[src/rtl/core/prac_pkg.sv]
// prac_pkg: shared types, constants and the arctangent table for the
// point rotate about center core. No dependencies.
`default_nettype none

package prac_pkg;

	localparam int DP_W     = 64;   // CORDIC datapath width
	localparam int FRAC_W   = 60;   // coord width plus guard bits
	localparam int ANGLE_W  = 32;   // binary turns
	localparam int Z_W      = 32;   // residual angle
	localparam int GAIN_LAT = 6;    // gain lane depth incl. output register

	localparam logic [31:0] GAIN_Q32    = 32'd2608131496;
	localparam logic [31:0] EIGHTH_TURN = 32'h2000_0000;

	typedef struct packed {
		logic valid;
		logic is_null;
	} prac_tag_t;

	typedef enum logic [1:0] {
		QUAD_0   = 2'd0,
		QUAD_90  = 2'd1,
		QUAD_180 = 2'd2,
		QUAD_270 = 2'd3
	} prac_quad_t;

	// round(atan(2^-i) * 2^32 / (2*pi))
	function automatic logic [31:0] prac_atan(input int unsigned idx);
		logic [31:0] v;
		case (idx)
			0:  v = 32'd536870912;
			1:  v = 32'd316933406;
			2:  v = 32'd167458907;
			3:  v = 32'd85004756;
			4:  v = 32'd42667331;
			5:  v = 32'd21354465;
			6:  v = 32'd10679838;
			7:  v = 32'd5340245;
			8:  v = 32'd2670163;
			9:  v = 32'd1335087;
			10: v = 32'd667544;
			11: v = 32'd333772;
			12: v = 32'd166886;
			13: v = 32'd83443;
			14: v = 32'd41721;
			15: v = 32'd20861;
			16: v = 32'd10430;
			17: v = 32'd5215;
			18: v = 32'd2608;
			19: v = 32'd1304;
			20: v = 32'd652;
			21: v = 32'd326;
			22: v = 32'd163;
			23: v = 32'd81;
			24: v = 32'd41;
			25: v = 32'd20;
			26: v = 32'd10;
			27: v = 32'd5;
			28: v = 32'd3;
			29: v = 32'd1;
			30: v = 32'd1;
			default: v = 32'd0;
		endcase
		return v;
	endfunction

endpackage

`default_nettype wire

[src/rtl/core/prac_gain_lane.sv]
// prac_gain_lane: gain compensation, rounding, center add-back and clamp
// for one coordinate, or base pass-through for a null point. Depends on prac_pkg.
`default_nettype none

module prac_gain_lane import prac_pkg::*; #(
	parameter int COORD_WIDTH = 32
) (
	input  wire logic                          clk,
	input  wire logic                          en,
	input  wire logic signed [DP_W-1:0]        v_in,
	input  wire logic signed [COORD_WIDTH-1:0] base_in,
	input  wire logic                          null_in,
	output logic signed [COORD_WIDTH-1:0]      val_q,
	output logic                               hit_q
);

	localparam int GUARD = FRAC_W - COORD_WIDTH;
	localparam int RW    = COORD_WIDTH + 3;
	localparam int SW    = COORD_WIDTH + 5;
	localparam logic [DP_W-1:0] HALF = DP_W'(1) << (GUARD - 1);
	localparam logic signed [COORD_WIDTH-1:0] CMAX = {1'b0, {(COORD_WIDTH-1){1'b1}}};
	localparam logic signed [COORD_WIDTH-1:0] CMIN = {1'b1, {(COORD_WIDTH-1){1'b0}}};

	logic [DP_W-1:0]               mag_s1, plo_s2, phi_s2, sum_s3;
	logic [RW-1:0]                 r_s4;
	logic signed [SW-1:0]          tot_s5;
	logic                          neg_s1, neg_s2, neg_s3, neg_s4;
	logic                          null_s1, null_s2, null_s3, null_s4, null_s5;
	logic signed [COORD_WIDTH-1:0] base_s1, base_s2, base_s3, base_s4, base_s5;

	logic [DP_W-1:0]      rnd;
	logic signed [SW-1:0] base_ext, r_ext;
	logic                 in_range;

	always_comb begin
		rnd      = sum_s3 + HALF;
		base_ext = SW'(base_s4);
		r_ext    = $signed(SW'(r_s4));
		in_range = (&tot_s5[SW-1:COORD_WIDTH-1]) || !(|tot_s5[SW-1:COORD_WIDTH-1]);
	end

	always_ff @(posedge clk) begin
		if (en) begin
			neg_s1  <= v_in[DP_W-1];
			mag_s1  <= v_in[DP_W-1] ? DP_W'(-v_in) : DP_W'(v_in);
			null_s1 <= null_in;
			base_s1 <= base_in;

			plo_s2  <= {32'd0, mag_s1[31:0]} * {32'd0, GAIN_Q32};
			phi_s2  <= {32'd0, mag_s1[DP_W-1:32]} * {32'd0, GAIN_Q32};
			neg_s2  <= neg_s1;
			null_s2 <= null_s1;
			base_s2 <= base_s1;

			sum_s3  <= phi_s2 + (plo_s2 >> 32);
			neg_s3  <= neg_s2;
			null_s3 <= null_s2;
			base_s3 <= base_s2;

			r_s4    <= rnd[GUARD +: RW];
			neg_s4  <= neg_s3;
			null_s4 <= null_s3;
			base_s4 <= base_s3;

			tot_s5  <= neg_s4 ? base_ext - r_ext : base_ext + r_ext;
			null_s5 <= null_s4;
			base_s5 <= base_s4;

			if (null_s5) begin
				val_q <= base_s5;
				hit_q <= 1'b0;
			end else if (in_range) begin
				val_q <= tot_s5[COORD_WIDTH-1:0];
				hit_q <= 1'b0;
			end else begin
				val_q <= tot_s5[SW-1] ? CMIN : CMAX;
				hit_q <= 1'b1;
			end
		end
	end

endmodule

`default_nettype wire

[config.mk]
export PLATFORM = sky130hd
export DESIGN_NAME = prac_gain_lane
export DESIGN_NICKNAME = d
export VERILOG_FILES = /design/src/rtl/core/prac_pkg.sv /design/src/rtl/core/prac_gain_lane.sv
export SDC_FILE = /design/constraint.sdc
export NUM_CORES = 2
export LEC_CHECK = 0
export BUFFER_PORTS_ARGS = -buffer_cell sky130_fd_sc_hd__clkbuf_2
export CORE_ASPECT_RATIO = 0.75
export CORE_UTILIZATION = 61
export CTS_CLUSTER_SIZE = 40
export DETAILED_ROUTE_END_ITERATION = 10
export HOLD_SLACK_MARGIN = 0.06
export MAX_ROUTING_LAYER = met4
export PLACE_DENSITY = 0.78
export SLEW_MARGIN = 10
export SYNTH_ARGS = -nofsm -noshare
export SYNTH_HDL_FRONTEND = slang
export SYNTH_SLANG_ARGS = --single-unit
[constraint.sdc]
create_clock -name clk -period 12.1 [get_ports clk]
set_input_delay 1.21 -clock clk [delete_from_list [all_inputs] [get_ports clk]]
set_output_delay 1.21 -clock clk [all_outputs]
set_load 0.02 [all_outputs]
==> impl_metrics.yaml <==
outcome:
  status: "finished with violations"
  violations: "DRC"
global_route:
  grt_first_pass_wirelength_um: 222000
  grt_max_degree: 155
  grt_pass1_vias: 38300
  grt-ovfl-total: 0
  grt_usage_pct: 32.2
  antenna_found_initial: 2
clocking:
  cts-root-buf: "clkbuf_16"
  cts_buffer_depth: 3
  cts_buffers: 49
  h-tree-depth: 2
  holdBufCountCts: 0
  clk_latency_ps: 620
  cts.sinks: 463
  cts_resized: 0
  cts_tree: "built"
  cts.clk_slew.worst_paths_ps: 60
  cts_setup_buffers: 0
drt:
  wl_per_cell_um: 21.4
  vias_per_cell: 5.58
  ant_nets: 0
  vias: 36900
  drtIter0Drc: 3558
  drc: 24
  drt-pass1-iter-count: 9
  drt-total-wl_um: 141000
logic_synthesis:
  synth.top_cell.area_share_pct: 32.1
  yosysWarnings: 0
  ys_seq_area_share_pct: 24.4
  async_reset_ff_share_pct: 0
  yosys_register_bits: 463
  ys.flop_type: "edfxtp_1"
  synth_area_um2: 57100
  syn-instance-count: 5203
  syn_nets: 6989
  synth.avg_cell_area_um2: 11.0
  netlist_top_cells_area: "fa_1, edfxtp_1, ha_1"
  synth_area_leader_cell: "fa_1"
  synth-edff-count: 463
  synth.distinct_cells: 71
cells_and_area:
  drive_above_1_share_pct: 4.63
  final_common_cell: "inv_1"
  area_growth_pct: 6.42
  nets: 7124
  seq_area_um2: 13900
  fillers: 7149
  multi_input_comb_area_um2: 37500
  layout_common_cells: "inv_1, fa_1, ha_1"
sta:
  setup_viol: 0
  clock.fmax_ghz: 0.120
  drv_slew: 0
  rsz0062_at_grt: "false"
  slew_headroom_pct: 28.1
  tns_ps: 0
  hold_viol_final: 0
  min_period_ps: 8310
  tightest_slew_ps: 1080
  skew_ps: 30.6
  timing.hold.ws_ps: 411
  finalCritPeriodShare_pct: 68.7
place:
  dp_hpwl_um: 122000
  routabilityCongestion: 1.12
  portBuffers: 131
floorplanning:
  num_rows: 96
  ios: 132
  initial_core_util_pct: 62.0
  die_h_um: 267
  core_region_area_um2: 92100
  die_w_um: 355
  dieArea_um2: 94800
critical_path:
  path_buf_inv: 6
  worstSetupStartpointType: "register"
  slowest_delay_ps: 680
  cp_max_fo: 8
  cp_common_cell: "fa_1"
  slowest_stage: "edfxtp_1"
  cp-end-kind: "register"
  crit_required_ps: 12440
  r2r_setup_slack_ps: 3790
  critPathTopFamily: "adder cells"
  crit_type: "register to register"
  worstPathArrival_ps: 8660
run:
  drv_cap: 0
hold_path:
  hold_path_class: "register to register"
==> worst register-to-register path, cell delays in order, from the launching register on <==
cell,delay (ps)
edfxtp_1,680
inv_1,250
fa_1,530
fa_1,480
inv_1,50
fa_1,500
inv_1,60
fa_1,530
inv_1,50
fa_1,490
fa_1,430
fa_1,510
inv_1,50
fa_1,470
inv_1,40
ha_1,340
nand2_1,140
nor2_1,50
a221oi_1,500
nand3_1,170
o21ai_0,560
o21ai_0,310
a21oi_1,320
o31a_1,230
o21ai_0,120
xor2_1,170
==> kinds of logic after synthesis <==
| group | Yosys count | share of synthesized area [%] |
|---|---|---|
| adders and majority gates | 1687 | 49.0 |
| buffers and inverters | 1507 | 9.91 |
| AOI/OAI and AO/OA | 629 | 6.90 |
| and+or+nand+nor | 629 | 5.41 |
| DFF | 463 | 24.4 |
| xor gates and xnor gates | 286 | 4.39 |
| muxes | 2 | 0.0373 |
==> per-layer routing <==
metal	vias up	share of wire, %	wire length [µm]	GRT usage [%]
met1	18300	47	66700	49.1
met3	96	12	16800	9.96
li1	16900	-	-	-
met2	1535	40	56500	43.0
met5	-	0	0	-
met4	0	1.0	1450	3.68
==> registers in the layout, indices dropped and copies added (netlist names), 29 cells and up <==
signal and count:
base_s2 32, base_s5 32, phi_s2 60, val_q 32, base_s4 32, base_s3 32
r_s4 35, plo_s2 29, tot_s5 37, sum_s3 36, base_s1 32, mag_s1 64
==> worst paths after layout <==
kind                              endpoint       start  cells after the start
worst max-delay path            plo_s2[57]   mag_s1[6]                     25
worst min-delay path            base_s4[1]  base_s3[1]                      0
worst max register to register  plo_s2[57]   mag_s1[6]                     25
worst min register to register  base_s4[1]  base_s3[1]                      0
==> synth_stat cells, types with 11 or more instances <==
cell type  count
nor2_1       136
xor2_1        71
o31ai_1       27
nand4_1       48
a21o_1       107
inv_1       1443
nor2b_1       19
ha_1         772
and2_1        13
o211ai_1      16
nand3_1       61
and3_1        23
fa_1         915
clkbuf_1      61
o21a_1        15
nand2b_1      26
nor3_1        40
o21bai_1      20
edfxtp_1     463
nand2_1      185
a211oi_1      14
xnor2_1      215
o21ai_0      136
a31oi_1       21
or3_1         22
nor4_1        11
a21oi_1      205
==> per-stage QoR <==
| stage | utilization (%) | instances | setup slack [ps] | area (µm²) |
|---|---|---|---|---|
| floorplan | - | 5203 | 4870 | 57100 |
| global placement | 64.3 | 6512 | 4090 | 59200 |
| detailed placement | 64.3 | 6512 | 4010 | 59200 |
| CTS | 65.9 | 6602 | 3960 | 60800 |
| global route | 66.0 | 6603 | 3550 | 60800 |
| finish | 66.0 | 6603 | 3790 | 60800 |
==> area by class of cell <==
type	count	share of cell area (%)
clock buffers	57	2.07
multi-input cells	3233	61.8
well taps	1225	2.52
repair buffers	148	1.33
flip-flops and latches	463	22.9
inverters	1443	8.91
clock inverters	33	0.500
diodes	1	0.00412
Power is not shown: default switching activity piles up to over one toggle a cycle in this logic, so the estimate is an artifact.
