<file path="config.mk">
export PLATFORM = sky130hd
export DESIGN_NAME = prac_prerot
export DESIGN_NICKNAME = d
export VERILOG_FILES = /design/src/rtl/core/prac_pkg.sv /design/src/rtl/core/prac_prerot.sv
export SDC_FILE = /design/constraint.sdc
export NUM_CORES = 1
export LEC_CHECK = 0
export BUFFER_PORTS_ARGS = -buffer_cell sky130_fd_sc_hd__buf_4
export CORE_AREA = 5 5 218 136
export CTS_CLUSTER_SIZE = 40
export DETAILED_ROUTE_END_ITERATION = 12
export DIE_AREA = 0 0 223 141
export HOLD_SLACK_MARGIN = 0.06
export PLACE_DENSITY = 0.78
export SYNTH_ARGS = -nofsm -noshare
export SYNTH_HDL_FRONTEND = slang
export SYNTH_SLANG_ARGS = --single-unit
</file>
<file path="constraint.sdc">
create_clock -name clk -period 0.8 [get_ports clk]
set_input_delay 0.04 -clock clk [delete_from_list [all_inputs] [get_ports clk]]
set_output_delay 0.04 -clock clk [all_outputs]
set_load 0.02 [all_outputs]
</file>
<file path="src/rtl/core/prac_pkg.sv">
// prac_pkg: shared types, constants and the arctangent table for the
// point rotate about center core. No dependencies.
`default_nettype none

package prac_pkg;

	localparam int DP_W     = 64;   // CORDIC datapath width
	localparam int FRAC_W   = 60;   // coord width plus guard bits
	localparam int ANGLE_W  = 32;   // binary turns
	localparam int Z_W      = 32;   // residual angle
	localparam int GAIN_LAT = 6;    // gain lane depth incl. output register

	localparam logic [31:0] GAIN_Q32    = 32'd2608131496;
	localparam logic [31:0] EIGHTH_TURN = 32'h2000_0000;

	typedef struct packed {
		logic valid;
		logic is_null;
	} prac_tag_t;

	typedef enum logic [1:0] {
		QUAD_0   = 2'd0,
		QUAD_90  = 2'd1,
		QUAD_180 = 2'd2,
		QUAD_270 = 2'd3
	} prac_quad_t;

	// round(atan(2^-i) * 2^32 / (2*pi))
	function automatic logic [31:0] prac_atan(input int unsigned idx);
		logic [31:0] v;
		case (idx)
			0:  v = 32'd536870912;
			1:  v = 32'd316933406;
			2:  v = 32'd167458907;
			3:  v = 32'd85004756;
			4:  v = 32'd42667331;
			5:  v = 32'd21354465;
			6:  v = 32'd10679838;
			7:  v = 32'd5340245;
			8:  v = 32'd2670163;
			9:  v = 32'd1335087;
			10: v = 32'd667544;
			11: v = 32'd333772;
			12: v = 32'd166886;
			13: v = 32'd83443;
			14: v = 32'd41721;
			15: v = 32'd20861;
			16: v = 32'd10430;
			17: v = 32'd5215;
			18: v = 32'd2608;
			19: v = 32'd1304;
			20: v = 32'd652;
			21: v = 32'd326;
			22: v = 32'd163;
			23: v = 32'd81;
			24: v = 32'd41;
			25: v = 32'd20;
			26: v = 32'd10;
			27: v = 32'd5;
			28: v = 32'd3;
			29: v = 32'd1;
			30: v = 32'd1;
			default: v = 32'd0;
		endcase
		return v;
	endfunction

endpackage

`default_nettype wire

</file>
<file path="src/rtl/core/prac_prerot.sv">
// prac_prerot: offset from center, exact quarter-turn pre-rotation and
// residual angle. Depends on prac_pkg.
`default_nettype none

module prac_prerot import prac_pkg::*; #(
	parameter int COORD_WIDTH = 32
) (
	input  wire logic                          clk,
	input  wire logic                          arst_n,
	input  wire logic                          en,
	input  wire logic                          in_valid,
	input  wire logic                          in_null,
	input  wire logic signed [COORD_WIDTH-1:0] point_x,
	input  wire logic signed [COORD_WIDTH-1:0] point_y,
	input  wire logic signed [COORD_WIDTH-1:0] center_x,
	input  wire logic signed [COORD_WIDTH-1:0] center_y,
	input  wire logic        [ANGLE_W-1:0]     rotation_angle,
	output logic signed [DP_W-1:0]             x_s1,
	output logic signed [DP_W-1:0]             y_s1,
	output logic signed [Z_W-1:0]              z_s1,
	output prac_tag_t                          tag_s1,
	output logic signed [COORD_WIDTH-1:0]      base_x_s1,
	output logic signed [COORD_WIDTH-1:0]      base_y_s1
);

	localparam int GUARD = FRAC_W - COORD_WIDTH;

	logic signed [COORD_WIDTH:0] dx, dy, rx, ry;
	logic        [ANGLE_W-1:0]   a;
	prac_quad_t                  quad;
	logic signed [DP_W-1:0]      x_n, y_n;
	logic signed [Z_W-1:0]       z_n;

	always_comb begin
		dx   = (COORD_WIDTH+1)'(point_x) - (COORD_WIDTH+1)'(center_x);
		dy   = (COORD_WIDTH+1)'(point_y) - (COORD_WIDTH+1)'(center_y);
		a    = rotation_angle + EIGHTH_TURN;
		quad = prac_quad_t'(a[ANGLE_W-1 -: 2]);
		case (quad)
			QUAD_0: begin
				rx = dx;
				ry = dy;
			end
			QUAD_90: begin
				rx = -dy;
				ry = dx;
			end
			QUAD_180: begin
				rx = -dx;
				ry = -dy;
			end
			QUAD_270: begin
				rx = dy;
				ry = -dx;
			end
			default: begin
				rx = dx;
				ry = dy;
			end
		endcase
		x_n = DP_W'(rx) <<< GUARD;
		y_n = DP_W'(ry) <<< GUARD;
		z_n = $signed({2'b00, a[ANGLE_W-3:0]} - EIGHTH_TURN);
	end

	always_ff @(posedge clk or negedge arst_n) begin
		if (!arst_n) begin
			tag_s1 <= '0;
		end else if (en) begin
			tag_s1.valid   <= in_valid;
			tag_s1.is_null <= in_null;
		end
	end

	always_ff @(posedge clk) begin
		if (en) begin
			x_s1      <= x_n;
			y_s1      <= y_n;
			z_s1      <= z_n;
			base_x_s1 <= in_null ? point_x : center_x;
			base_y_s1 <= in_null ? point_y : center_y;
		end
	end

endmodule

`default_nettype wire

</file>
==> results by group <==
Status
  • Status: finished, violations left
  • Failing checks: negative setup slack

Setup path
  • CP max-delay cell: or4_4
  • Ordered list of cells on the worst path: buf_12, inv_12, ha_4, inv_2, fa_2, a211oi_4, buf_4, nor2_2, xnor2_2, o211ai_1, or4_4, or4_4, or4_4, nor3_4, buf_4, nor3_2, nor3_1, a21oi_1
  • Crit path DAT: 3.76 ns
  • RR Startpoint: tag_s1[0]
  • CP Launch Type: input pin
  • Data required time of the worst path: 0.98 ns
  • Most frequent CP cell: or4_4
  • Max Fanout on Critical Path: 4
  • Path depth of the worst reg2reg path: 2
  • Crit path kind: input pin to flop
  • Crit Reg-Reg Endpoint: tag_s1[0]
  • R2R setup slack: -0.12 ns
  • Worst setup EP type: flop
  • Crit-path max cell delay: 0.48 ns

Clocking
  • Hold Buf Count CTS: 155
  • Clock root buffer master: clkbuf_16
  • CTS Buf Count: 17
  • Clock transition at path regs: 0.07 ns
  • H-Tree Depth: 4
  • Clk buf depth: 2
  • Clk Latency, worst-skew pair: 0.45 ns
  • CTS tree: done
  • Clock sink count: 162

Route
  • Final ANT Viol Nets: 0
  • Routed WL per cell: 20.4 µm
  • Final WL: 54400 µm
  • Vias/cell: 5.53
  • Routed via count: 14800
  • Iteration-0 DRC Markers: 1324
  • Drt first pass iters: 5
  • Drt drc: 0

Power and ir drop
  • P per Cell Area: 1830 nW/µm²
  • Clock power share: 0.226
  • Sequential power share: 0.285
  • Sw Ratio: 0.363
  • Internal power consumption: 26.3 mW
  • Logic pwr share: 0.489
  • Leakage: 10.1 nW
  • Peak supply drop: 1.49 mV
  • Net switching power: 15.0 mW

Synth
  • Syn_area_per_cell: 8.96 µm²
  • Ys flop type: edfxtp_1
  • Async S/R FF share, synth: 0.0123
  • Seq/Total Area, Yosys: 0.375
  • Count leader, synth: edfxtp_1
  • Number of synthesized flops with an enable pin: 160
  • Largest cells by area after synthesis: edfxtp_1 37%, ha_1 6.7%, xnor2_1 5.0%
  • Synth warn: 0
  • Seq cells post-synth: 162
  • Mapped cell area: 12900 µm²
  • Cells after Synth: 1445
  • Commonest cells in the netlist: 160 x edfxtp_1, 159 x nand2_1, 122 x nor2_1, 119 x o21ai_0, 116 x a21oi_1
  • Netlist cell types: 85
  • Leading area contributor after synthesis: edfxtp_1
  • Yosys top cell area share: 0.371

STA
  • Final worst path period need: 3.58 ns
  • Final WS setup: -2.78 ns
  • Fin Clk Skew: 0 ns
  • Worst-Margin Slew: 0.539 ns
  • Fin. Hold Viols: 0
  • RSZ-0062 raised after global routing: yes
  • TNS Setup: -176.40 ns
  • Hold_ws: 0.00801 ns
  • Max Clk Rate: 0.279 GHz
  • Max-slew violation count: 0
  • Rel. slew slack: 0.639
  • Period utilization: 4.48
  • Final setup violating endpoints: 238

Placed design
  • Post-Place Worst Slack: -3.18 ns
  • IO Port Bufs: 334
  • Hpwl dp: 34500 µm
  • GPL Wtd Cong: 0.906

Worst hold path
  • Worst hold start: en
  • Worst Hold End: tag_s1[0]
  • HP Class: input pin to flop
  • Hold path depth: 2

Floorplanning
  • DIE AREA: 31400 µm²
  • Initial core utilization: 0.466
  • Die W: 223 µm
  • Die Span Y: 141 µm
  • Core area: 27700 µm²
  • Num rows: 48
  • IO Pins: 391

Final layout
  • Diode count: 0
  • Fillers: 1574
  • Layout area overhead: 74.3%
  • Layout cells sized above 1: 0.418
  • Fin nets: 2517
  • Layout Utilization: 0.813

GRT
  • Antenna violations before repair: 0
  • Vias in the first global route: 15300
  • First-pass GRT wire length: 82000 µm
  • Grt total ovfl: 0
  • Overall routing resource usage: 0.322
  • Largest net degree at the start of global routing: 60

Job
  • Number of max-cap violations: 0
-- worst max-delay path, delay by kind of cell --
family / cells / cell delay, ns
buffers and inverters: 5 / 0.52
AO/OA/AOI/OAI: 3 / 0.59
XOR/XNOR: 1 / 0.20
adder cells (fa/ha/maj): 2 / 0.51
AND/OR/NAND/NOR: 7 / 1.90
-- cell type report --
class                      count  area, µm²  area share
inverter                      81        329      0.0146
sequential                   162       4860       0.215
timing repair buffer         892       7960       0.353
clock buffer                  19        433      0.0192
tap                          375        469      0.0208
multi-input combinational   1127       8300       0.368
clock inverter                13        209     0.00926
-- cells in the final DEF (no fill, tap or decap), drive strengths merged, types with 5 or more instances in the layout --
master and count:
clkbuf 19, o41ai 5, mux2i 26, o21ai 130
nand2 159, a21o 21, a211oi 17, ha 69
buf 737, o211ai 14, nand4 12, a21oi 116
o21a 13, or2 6, or3 9, or4 5
bufinv 5, o211a 7, edfxtp 160, a31oi 13
and3 10, dlygate4sd3 155, clkinv 5, xnor2 75
inv 82, nand3 22, o31ai 13, mux2 17
and4 9, xor2 52, a221oi 8, conb 56
and2 13, nor2 123, nor3 24, nor2b 8
nand2b 5, nor4 8
-- power by group through the flow --
stage | clock network (mW) | logic, mW | registers, mW
2_1_floorplan | 0 | 7.45 | 13.0
3_3_place_gp | 0 | 16.1 | 11.6
3_5_place_dp | 0 | 16.4 | 11.6
4_1_cts | 9.21 | 18.9 | 11.7
5_1_grt | 9.79 | 21.2 | 11.8
6_report | 9.33 | 20.2 | 11.7
-- per-stage QoR --
step / cells / total power [mW] / area, µm²
final: 2669 / 41.2 / 22600
after global routing: 2669 / 42.8 / 22600
after CTS: 2676 / 39.8 / 22300
after detailed placement: 2446 / 28.0 / 18600
after global placement: 2446 / 27.6 / 18600
after floorplan: 1500 / 20.5 / 13500
-- flip-flops by register name, summed over array words and instances, names as in the netlist --
register	flops
base_x_s1	32
z_s1	30
x_s1	33
base_y_s1	32
y_s1	33
tag_s1	2
-- timing repair --
action / 4_1_cts / 5_1_grt
gates cloned: 0 / 0
setup buffers: 48 / 17
gates resized for setup: 281 / 69
pin swaps: 65 / 51
endpoints found under the hold margin: 98 / 3
endpoints found under the setup margin: 234 / 237
-- per-layer routing --
layer / track usage / vias up / share of wire
li1: - / 6779 / -
met1: 0.414 / 7089 / 0.40
met2: 0.547 / 764 / 0.48
met3: 0.0685 / 136 / 0.082
met4: 0.104 / 0 / 0.032
met5: 0 / - / 0
-- cells by family after synthesis --
family / count (synthesis) / share of synthesized area
xor+xnor: 127 / 0.0865
other cells: 1 / 0.000290
mux: 45 / 0.0384
buf+inv: 211 / 0.0799
compound gates: 400 / 0.192
flops: 162 / 0.375
fa+ha+maj: 71 / 0.0698
simple gates: 428 / 0.158
-- how the worst max path moves through the flow --
stage                     startpoint        to  slack [ns]  depth (start not counted)
after floorplan           point_y[0]  y_s1[60]       -2.84                         16
after global routing      point_y[0]  y_s1[57]       -2.90                         18
after CTS                 point_y[0]  y_s1[60]       -2.55                         16
final                     point_y[0]  y_s1[57]       -2.78                         18
after global placement    point_y[0]  y_s1[56]       -3.05                         17
after detailed placement  point_y[0]  y_s1[60]       -3.18                         16
No activity file was read; power rests on OpenSTA's default activity.
