==> src/rtl/core/prac_pkg.sv <==
// prac_pkg: shared types, constants and the arctangent table for the
// point rotate about center core. No dependencies.
`default_nettype none

package prac_pkg;

	localparam int DP_W     = 64;   // CORDIC datapath width
	localparam int FRAC_W   = 60;   // coord width plus guard bits
	localparam int ANGLE_W  = 32;   // binary turns
	localparam int Z_W      = 32;   // residual angle
	localparam int GAIN_LAT = 6;    // gain lane depth incl. output register

	localparam logic [31:0] GAIN_Q32    = 32'd2608131496;
	localparam logic [31:0] EIGHTH_TURN = 32'h2000_0000;

	typedef struct packed {
		logic valid;
		logic is_null;
	} prac_tag_t;

	typedef enum logic [1:0] {
		QUAD_0   = 2'd0,
		QUAD_90  = 2'd1,
		QUAD_180 = 2'd2,
		QUAD_270 = 2'd3
	} prac_quad_t;

	// round(atan(2^-i) * 2^32 / (2*pi))
	function automatic logic [31:0] prac_atan(input int unsigned idx);
		logic [31:0] v;
		case (idx)
			0:  v = 32'd536870912;
			1:  v = 32'd316933406;
			2:  v = 32'd167458907;
			3:  v = 32'd85004756;
			4:  v = 32'd42667331;
			5:  v = 32'd21354465;
			6:  v = 32'd10679838;
			7:  v = 32'd5340245;
			8:  v = 32'd2670163;
			9:  v = 32'd1335087;
			10: v = 32'd667544;
			11: v = 32'd333772;
			12: v = 32'd166886;
			13: v = 32'd83443;
			14: v = 32'd41721;
			15: v = 32'd20861;
			16: v = 32'd10430;
			17: v = 32'd5215;
			18: v = 32'd2608;
			19: v = 32'd1304;
			20: v = 32'd652;
			21: v = 32'd326;
			22: v = 32'd163;
			23: v = 32'd81;
			24: v = 32'd41;
			25: v = 32'd20;
			26: v = 32'd10;
			27: v = 32'd5;
			28: v = 32'd3;
			29: v = 32'd1;
			30: v = 32'd1;
			default: v = 32'd0;
		endcase
		return v;
	endfunction

endpackage

`default_nettype wire

==> src/rtl/core/prac_cell.sv <==
// prac_cell: one CORDIC rotation cell with a fixed shift and arctangent.
// Depends on prac_pkg.
`default_nettype none

module prac_cell import prac_pkg::*; #(
	parameter int COORD_WIDTH = 32,
	parameter int IDX         = 0
) (
	input  wire logic                          clk,
	input  wire logic                          arst_n,
	input  wire logic                          en,
	input  wire logic signed [DP_W-1:0]        x_in,
	input  wire logic signed [DP_W-1:0]        y_in,
	input  wire logic signed [Z_W-1:0]         z_in,
	input  wire prac_tag_t                     tag_in,
	input  wire logic signed [COORD_WIDTH-1:0] base_x_in,
	input  wire logic signed [COORD_WIDTH-1:0] base_y_in,
	output logic signed [DP_W-1:0]             x_q,
	output logic signed [DP_W-1:0]             y_q,
	output logic signed [Z_W-1:0]              z_q,
	output prac_tag_t                          tag_q,
	output logic signed [COORD_WIDTH-1:0]      base_x_q,
	output logic signed [COORD_WIDTH-1:0]      base_y_q
);

	localparam logic [31:0] ATAN = prac_atan(IDX);

	logic signed [DP_W-1:0] xs, ys;

	assign xs = x_in >>> IDX;
	assign ys = y_in >>> IDX;

	always_ff @(posedge clk or negedge arst_n) begin
		if (!arst_n) begin
			tag_q <= '0;
		end else if (en) begin
			tag_q <= tag_in;
		end
	end

	always_ff @(posedge clk) begin
		if (en) begin
			if (!z_in[Z_W-1]) begin
				x_q <= x_in - ys;
				y_q <= y_in + xs;
				z_q <= z_in - $signed(ATAN);
			end else begin
				x_q <= x_in + ys;
				y_q <= y_in - xs;
				z_q <= z_in + $signed(ATAN);
			end
			base_x_q <= base_x_in;
			base_y_q <= base_y_in;
		end
	end

endmodule

`default_nettype wire

==> config.mk <==
export PLATFORM = sky130hd
export DESIGN_NAME = prac_cell
export DESIGN_NICKNAME = d
export VERILOG_FILES = /design/src/rtl/core/prac_pkg.sv /design/src/rtl/core/prac_cell.sv
export SDC_FILE = /design/constraint.sdc
export NUM_CORES = 1
export LEC_CHECK = 0
export BUFFER_PORTS_ARGS = -buffer_cell sky130_fd_sc_hd__buf_4
export CAP_MARGIN = 30
export CORE_UTILIZATION = 60
export CTS_CLUSTER_SIZE = 24
export DETAILED_ROUTE_END_ITERATION = 10
export PLACE_DENSITY_LB_ADDON = 0.15
export RECOVER_POWER = 50
export SYNTH_ARGS = -nofsm -noshare
export SYNTH_HDL_FRONTEND = slang
export SYNTH_SLANG_ARGS = --single-unit
==> constraint.sdc <==
create_clock -name clk -period 1.4 [get_ports clk]
set_input_delay 0.07 -clock clk [delete_from_list [all_inputs] [get_ports clk]]
set_output_delay 0.07 -clock clk [all_outputs]
set_load 0.01 [all_outputs]
==> reports/qor.csv, run 1 <==
stage,metric,value,unit
outcome,outcome,aborted with a tool error,
outcome,haltStage,clock tree synthesis,
outcome,firstError,"[ERROR DPL-0038] Utilization greater than 100%, impossible to legalize",
synth,yosysWarnings,0,
clock_tree,cts-htree-levels,1,
clock_tree,post_cts_buffers,108,
placement,place_inst,3667,
synth,synth_edf_count,223,
synth,synth_nets,2554,
clock_tree,cts_sinks,225,
synth,seq_area_frac_synth,0.3595,
synth,async_flop_share,0.008889,
floorplanning,fp.dieH,178.8,um
floorplanning,dieWidth,178.8,um
clock_tree,cts_hold_buf,101,
synth,syn_inst,2131,
floorplanning,io_pins,455,
synth,synth_seq_cells,225,
floorplanning,initial_core_util,0.6118,
synth,synth_ff_type,edfxtp_1,
synth,syn_area_per_cell,8.805,um2
floorplanning,row_count,64,
synth,yosys.cell_types.count,81,
placement,place_ws,-2.040,ns
synth,syn-cell-area,18760,um2
placement,dp_hpwl,81370,um
placement,gp_congestion,1.171,
clock_tree,cts_max_path_buffers,3,
clock_tree,cts-root-buf,clkbuf_16,
clock_tree,cts_buffers,26,
clock_tree,post_cts_resized,551,
placement,io_buffers,454,
logic make-up after synthesis:
kind of cell,synth area share
simple gates,0.1387
flops,0.3595
fa+ha+maj,0.1310
compound gates,0.2320
buf+inv,0.06048
xor+xnor,0.05741
mux,0.02094
Yosys cell counts (all sizes together) (32+ instances only):
library cell	n	area, um2
o21ai	143	715.7
ha	190	2377
nand3	44	220.2
inv	200	750.7
xnor2	116	1016
nor2	178	668.1
o31ai	32	240.2
edfxtp	223	6696
mux2i	37	370.4
o21bai	46	345.3
clkbuf	38	142.6
nand2	137	514.2
buf	47	226.5
a21oi	283	1416
nor4	33	212.7
nor3	44	220.2
a21o	32	240.2
metrics by stage:
step | hold slack (ns) | cell area [um2] | util
global placement | -0.1482 | 29160 | 0.9508
floorplan | -0.2256 | 19910 | -
detailed placement | -0.1456 | 29160 | 0.9508
==> run 2, diff against run 1 <==
--- a/config.mk
+++ b/config.mk
@@ -7,8 +7,7 @@
 export LEC_CHECK = 0
 export BUFFER_PORTS_ARGS = -buffer_cell sky130_fd_sc_hd__buf_4
 export CAP_MARGIN = 30
-export CORE_UTILIZATION = 60
-export CTS_CLUSTER_SIZE = 24
+export CORE_UTILIZATION = 40
 export DETAILED_ROUTE_END_ITERATION = 10
 export PLACE_DENSITY_LB_ADDON = 0.15
 export RECOVER_POWER = 50
==> reports/qor.csv, run 2 <==
stage,metric,value,unit,change
global_route,grt_max_degree,54,,
outcome,outcome,"complete, but fails checks",,
synth,yosysWarnings,0,,unchanged
power_and_ir_drop,power.total,31.74,mW,
clock_tree,clkLatencyLatePin,0.58,ns,
placement,dp_hpwl,74860,um,-8.0%
route,via_per_inst,5.771,,
clock_tree,cts_tree,yes,,
sta,fin_crit_sh,1.943,,
placement,placed_area,30370,um2,+4.2%
global_route,grt-ovfl-total,0,,
sta,setup_viol,334,,
floorplanning,row_count,78,,+22%
synth,synth_seq_cells,225,,unchanged
floorplanning,initial_core_util,0.4091,,-0.2027
floorplanning,io_pins,455,,unchanged
sta,fmax,367.5,MHz,
sta,drv_slew,0,,
route,first_pass_iters,6,,
floorplanning,fp.dieH,218.6,um,+22%
worst_hold_path,hold_class,input port to flop,,
worst_setup_path,critPathMaxFanout,3,,
sta,worst_clock_skew,0,ns,
power_and_ir_drop,p_leak,15.85,nW,
route,wl_per_cell,24.71,um,
synth,synth_edf_count,223,,unchanged
clock_tree,cts-root-buf,clkbuf_16,,
power_and_ir_drop,peakVddDrop,1.088,mV,
route,ant_nets,0,,
global_route,antenna_found_initial,1,,
synth,syn_inst,2131,,unchanged
placement,gp_congestion,1.018,,-13%
route,totalWireLength,104200,um,
power_and_ir_drop,p_per_area,898.5,nW/um2,
synth,syn-cell-area,18760,um2,unchanged
clock_tree,cts.clk_slew.worst_paths,0.07,ns,
synth,async_flop_share,0.008889,,unchanged
worst_setup_path,cp.required,1.72,ns,
finish,mostFrequentLayoutCell,buf_4,,
worst_hold_path,hp-start,y_in[1],,
worst_setup_path,endpoint_kind,flop,,
clock_tree,cts_buffers,27,,+3.8%
synth,synth_nets,2554,,unchanged
finish,largest_reg_flops,64,,
finish,largest_registers,"x_q: 64 flops, y_q: 63 flops",,
clock_tree,cts-htree-levels,1,,unchanged
sta,hold-worst-slack,0.01808,ns,
synth,seq_area_frac_synth,0.3595,,unchanged
sta,hold_viol_final,0,,
synth,ys_top_cells_by_count,"283 x a21oi_1, 223 x edfxtp_1, 200 x inv_1",,
finish,stdcell_count,4216,,
finish,top_register,x_q,,
floorplanning,dieArea,47780,um2,
worst_setup_path,cp.arrival,3.04,ns,
placement,place_ws,-2.077,ns,-0.03670 ns
worst_setup_path,rr_startpoint,tag_q[0],,
finish,drive_gt1_frac,0.5328,,
floorplanning,core_area,45870,um2,
sta,min_period,2.721,ns,
floorplanning,dieWidth,218.6,um,+22%
sta,rsz0062_at_grt,yes,,
finish,area_growth,88.23,%,
placement,io_buffers,454,,unchanged
flow_run,maxCapViolations,0,,
route,drt_iter0_drc,2329,,
clock_tree,cts_sinks,225,,unchanged
worst_setup_path,startpoint,x_in[0],,
worst_setup_path,setup.worst_path.start_class,input port,,
finish,stdcell_area,35320,um2,
synth,synth_most_common_cell,a21oi_1,,
synth,synth_area_leader_cell,edfxtp_1,,
global_route,grt_pass1_wl,146300,um,
finish,final_cell_mix,"1234 x buf_4, 223 x edfxtp_1, 189 x a21oi_1",,
placement,place_inst,3995,,+8.9%
synth,syn_area_per_cell,8.805,um2,unchanged
sta,relSlewSlack,0.2674,,
clock_tree,cts_max_path_buffers,3,,unchanged
synth,yosys.cell_types.count,81,,unchanged
route,dr_total_vias,24330,,
finish,nNetsFinal,4018,,
global_route,grt_pass1_vias,24360,,
route,drc_errors,0,,
sta,worstMarginPinSlew,1.099,ns,
sta,worst_slack,-1.321,ns,
worst_setup_path,r2r_setup_slack,0.61,ns,
global_route,grt_use_total,0.4037,,
worst_setup_path,crit_type,input port to flop,,
synth,synth_ff_type,edfxtp_1,,
outcome,violations,setup timing,,
synth,yosys.area.top_type_share,0.3569,,unchanged
synth,ys_top_cells_by_area,"edfxtp_1 36%, ha_1 13%, a21oi_1 7.5%, xnor2_1 5.4%, inv_1 4.0%",,
[run 2: cell counts after synthesis]
Identical to the previous run, type by type.
[run 2: final timing paths]
check	to	depth (start not counted)
max	x_q[56]	14
min	x_q[1]	3
max reg2reg	tag_q[0]	1
min reg2reg	tag_q[1]	1
max in group asynchronous	tag_q[1]	3
min in group asynchronous	tag_q[0]	3
[run 2: kinds of logic after synthesis]
kind of cell	count (synthesis)	synth area share
xor+xnor	123	0.05741
mux	39	0.02094
compound gates	707	0.2320
flops	225	0.3595
simple gates	554	0.1387
buf+inv	289	0.06048
fa+ha+maj	194	0.1310
[run 2: per-layer routing]
layer	wire (um)	share of wire	GRT usage
met5	0	0	0
met3	9368	0.090	0.07418
met1	39140	0.38	0.4838
met2	50160	0.48	0.7065
met4	5507	0.053	0.1641
[run 2: cell type report]
cell class	instances	area, um2
Multi-Input combinational cell	1617	14030
Timing Repair Buffer	1520	12090
Fill cell	3101	10550
Sequential cell	225	6746
Inverter	204	825.8
Tap cell	600	750.7
Clock buffer	27	675.6
Clock inverter	22	191.4
Antenna cell	1	2.502
[run 2: power by group]
part / internal, mW / switching, mW / total (mW)
Combinational: 7.42 / 7.76 / 15.2
Sequential: 8.60 / 0.560 / 9.16
Clock: 3.81 / 3.58 / 7.39
Total: 19.8 / 11.9 / 31.7
[run 2: repair_timing]
item,in CTS,in global routing
endpoints found under the hold margin,120,0
gates resized for setup,387,163
pin swaps,178,142
setup endpoints to repair,115,118
hold buffers,101,0
setup buffers,51,44
[run 2: stage by stage]
| stage | util | TNS (ns) |
|---|---|---|
| final | 0.7700 | -152.03 |
| after global routing | 0.7700 | -159.34 |
| after CTS | 0.7488 | -95.02 |
| after detailed placement | 0.6622 | -182.53 |
| after global placement | 0.6622 | -177.72 |
| after floorplan | - | -88.72 |
[run 2: critical path: stages]
cell,delay (ns)
buf_12,0.12
ha_4,0.16
fa_2,0.37
nor2b_4,0.15
o21ai_4,0.21
a31oi_4,0.15
a211oi_4,0.39
nand4b_1,0.23
buf_4,0.19
a41o_1,0.19
a31o_4,0.25
a311o_1,0.31
a21oi_2,0.15
xnor2_1,0.08
Note: power is estimated with default switching activity, not from simulation.
==> run 3, diff against run 2 <==
--- a/config.mk
+++ b/config.mk
@@ -11,6 +11,7 @@
 export DETAILED_ROUTE_END_ITERATION = 10
 export PLACE_DENSITY_LB_ADDON = 0.15
 export RECOVER_POWER = 50
+export REMOVE_ABC_BUFFERS = 1
 export SYNTH_ARGS = -nofsm -noshare
 export SYNTH_HDL_FRONTEND = slang
 export SYNTH_SLANG_ARGS = --single-unit
==> reports/qor.csv, run 3 (synthesis gave the netlist of run 2 again) <==
stage,metric,value,unit,change
finish,multiInputGateArea,14140,um2,+0.74%
flow_run,maxCapViolations,0,,unchanged
clock_tree,cts-root-buf,clkbuf_16,,
finish,area_growth,91.87,%,
sta,relSlewSlack,0.5036,,+0.2362
worst_setup_path,slowest_stage,a211oi_2,,
floorplanning,core_area,45870,um2,unchanged
finish,nNetsFinal,4076,,+1.4%
sta,hold-worst-slack,0.05615,ns,+0.03807 ns
clock_tree,cts_tree,yes,,
route,totalWireLength,96900,um,-7.0%
finish,n_fill_cell,3084,,-0.55%
global_route,grt_pass1_vias,24240,,-0.52%
power_and_ir_drop,p_leak,16.31,nW,+2.9%
clock_tree,clkLatencyLatePin,0.55,ns,-0.03 ns
global_route,grt_pass1_wl,139500,um,-4.6%
route,dr_total_vias,23780,,-2.3%
worst_setup_path,setup.worst_path.start_class,input port,,
power_and_ir_drop,swShare,0.3582,,-0.01690
clock_tree,cts_max_path_buffers,3,,unchanged
finish,top_register,x_q,,
worst_setup_path,rr_startpoint,tag_q[1],,
clock_tree,cts-htree-levels,1,,unchanged
power_and_ir_drop,p_per_area,864.3,nW/um2,-3.8%
power_and_ir_drop,pwr-share-seq,0.291,,+0.002
route,wl_per_cell,22.67,um,-8.3%
floorplanning,dieWidth,218.6,um,unchanged
finish,largest_reg_flops,64,,unchanged
worst_setup_path,cp_top_family,compound AO/OA/AOI/OAI gates,,
route,drc_errors,0,,unchanged
sta,worst_slack,-1.282,ns,+0.03909 ns
power_and_ir_drop,peakVddDrop,1.005,mV,-7.6%
worst_setup_path,worstRegToRegCells,1,,unchanged
worst_setup_path,crit_type,input port to flop,,
finish,stdcell_count,4275,,+1.4%
sta,fmax,372.9,MHz,+1.5%
worst_setup_path,r2r_setup_slack,0.58,ns,-0.03 ns
finish,mostFrequentLayoutCell,buf_4,,
finish,final_util,0.7849,,+0.01489
power_and_ir_drop,p_clk_frac,0.210,,-0.023
route,via_per_inst,5.563,,-3.6%
route,first_pass_iters,5,,-1
placement,io_buffers,454,,unchanged
global_route,grt_max_degree,57,,+5.6%
clock_tree,cts.clk_slew.worst_paths,0.06,ns,about the same
sta,worst_clock_skew,0,ns,unchanged
sta,min_period,2.682,ns,-0.03909 ns
global_route,grt_use_total,0.3823,,-0.02141
route,drt_iter0_drc,1833,,-21%
placement,place_inst,4005,,+0.25%
floorplanning,io_pins,455,,unchanged
worst_setup_path,cp.arrival,2.98,ns,-0.06 ns
worst_setup_path,slowest_delay,0.38,ns,about the same
finish,largest_registers,"x_q: 64 flops, y_q: 63 flops",,
global_route,antenna_found_initial,6,,+5
floorplanning,row_count,78,,unchanged
outcome,violations,setup timing,,
worst_setup_path,cp.buffers_inverters,5,,+3
sta,hold_viol_final,0,,unchanged
placement,dp_hpwl,70690,um,-5.6%
power_and_ir_drop,power.total,31.12,mW,-2.0%
worst_setup_path,critPathCapture,x_q[57],,
sta,setup_viol,117,,-65%
worst_setup_path,critPathMaxFanout,4,,+1
power_and_ir_drop,combinationalPowerShare,0.499,,+0.021
sta,worstMarginPinSlew,0.7383,ns,-0.3606 ns
finish,final_cell_mix,"1333 x buf_4, 223 x edfxtp_1, 180 x a21oi_1",,
global_route,grt-ovfl-total,0,,unchanged
sta,fin_crit_sh,1.915,,-0.02792
finish,drive_gt1_frac,0.5475,,+0.01475
floorplanning,fp.dieH,218.6,um,unchanged
finish,seq_area,6746,um2,unchanged
floorplanning,dieArea,47780,um2,unchanged
worst_setup_path,crit_chain,"buf_8, buf_8, ha_4, buf_12, nor2b_4, o211ai_1, buf_4, a31oi_4, a31oi_4, nand2_2, a311o_1, a211oi_2, buf_4, o311ai_4, a31oi_2, xnor2_1",,
worst_setup_path,startpoint,y_in[1],,
worst_setup_path,cp.required,1.69,ns,-0.03 ns
power_and_ir_drop,p_sw,11.14,mW,-6.4%
outcome,outcome,"complete, but fails checks",,
worst_setup_path,rr_endpoint,tag_q[1],,
power_and_ir_drop,p_int,19.97,mW,+0.70%
floorplanning,initial_core_util,0.4091,,unchanged
clock_tree,cts_buffers,25,,-7.4%
sta,rsz0062_at_grt,yes,,
placement,gp_congestion,1.022,,+0.33%
worst_setup_path,cp_num_cells,16,,+2
worst_hold_path,hold_class,input port to flop,,
worst_setup_path,endpoint_kind,flop,,
sta,drv_slew,0,,unchanged
route,ant_nets,0,,unchanged
clock_tree,cts_sinks,225,,unchanged
==> run 3: stage by stage <==
step	setup slack, ns	setup TNS, ns	cell area (um2)
global route	-1.322	-112.07	36000
finish	-1.282	-105.36	36000
global placement	-2.227	-198.60	29490
CTS	-1.075	-85.53	34880
detailed placement	-2.280	-203.73	29490
floorplan	-1.533	-118.11	18400
==> run 3: how the worst min path moves through the flow <==
stage                        from  endpoint  cells after the start
final                     y_in[8]    x_q[8]                      4
after CTS                 y_in[8]    x_q[8]                      4
after global placement     arst_n  tag_q[0]                      1
after detailed placement   arst_n  tag_q[0]                      1
after floorplan            arst_n  tag_q[0]                      0
after global routing      y_in[8]    x_q[8]                      4
==> run 3: power groups by stage <==
stage | combinational (mW) | clock [mW] | sequential, mW
final | 15.5 | 6.55 | 9.05
after global routing | 16.3 | 6.86 | 9.10
after CTS | 14.3 | 6.55 | 8.99
after detailed placement | 11.9 | 0 | 9.10
after global placement | 11.8 | 0 | 9.10
after floorplan | 4.15 | 0 | 9.45
==> run 3: metal layers <==
| metal | routed length [um] | vias to the layer above | GRT usage |
|---|---|---|---|
| met5 | 27 | - | 0 |
| met4 | 6909 | 4 | 0.2242 |
| met3 | 7056 | 364 | 0.05261 |
| met2 | 46540 | 1230 | 0.6611 |
| met1 | 36370 | 11390 | 0.4501 |
| li1 | - | 10790 | - |
==> run 3: layout make-up <==
cell class | instances | share of cell area
multi-input combinational | 1617 | 0.3927
timing repair buffer | 1580 | 0.3547
sequential | 225 | 0.1874
inverter | 204 | 0.02224
tap | 600 | 0.02085
clock buffer | 29 | 0.01863
clock inverter | 16 | 0.003267
antenna | 4 | 0.0002780
==> run 3: tightest hold or removal path, cell delays in order <==
cell	delay (ns)
buf_4	0.11
ha_4	0.13
buf_4	0.10
xnor2_1	0.10
==> run 3: what timing repair did <==
| action | in CTS | in global routing |
|---|---|---|
| endpoints found under the hold margin | 112 | 0 |
| resized for setup | 675 | 178 |
| endpoints found under the setup margin | 116 | 116 |
| buffers inserted | 116 | 52 |
| pin swaps | 259 | 144 |
| hold buffers | 100 | 0 |
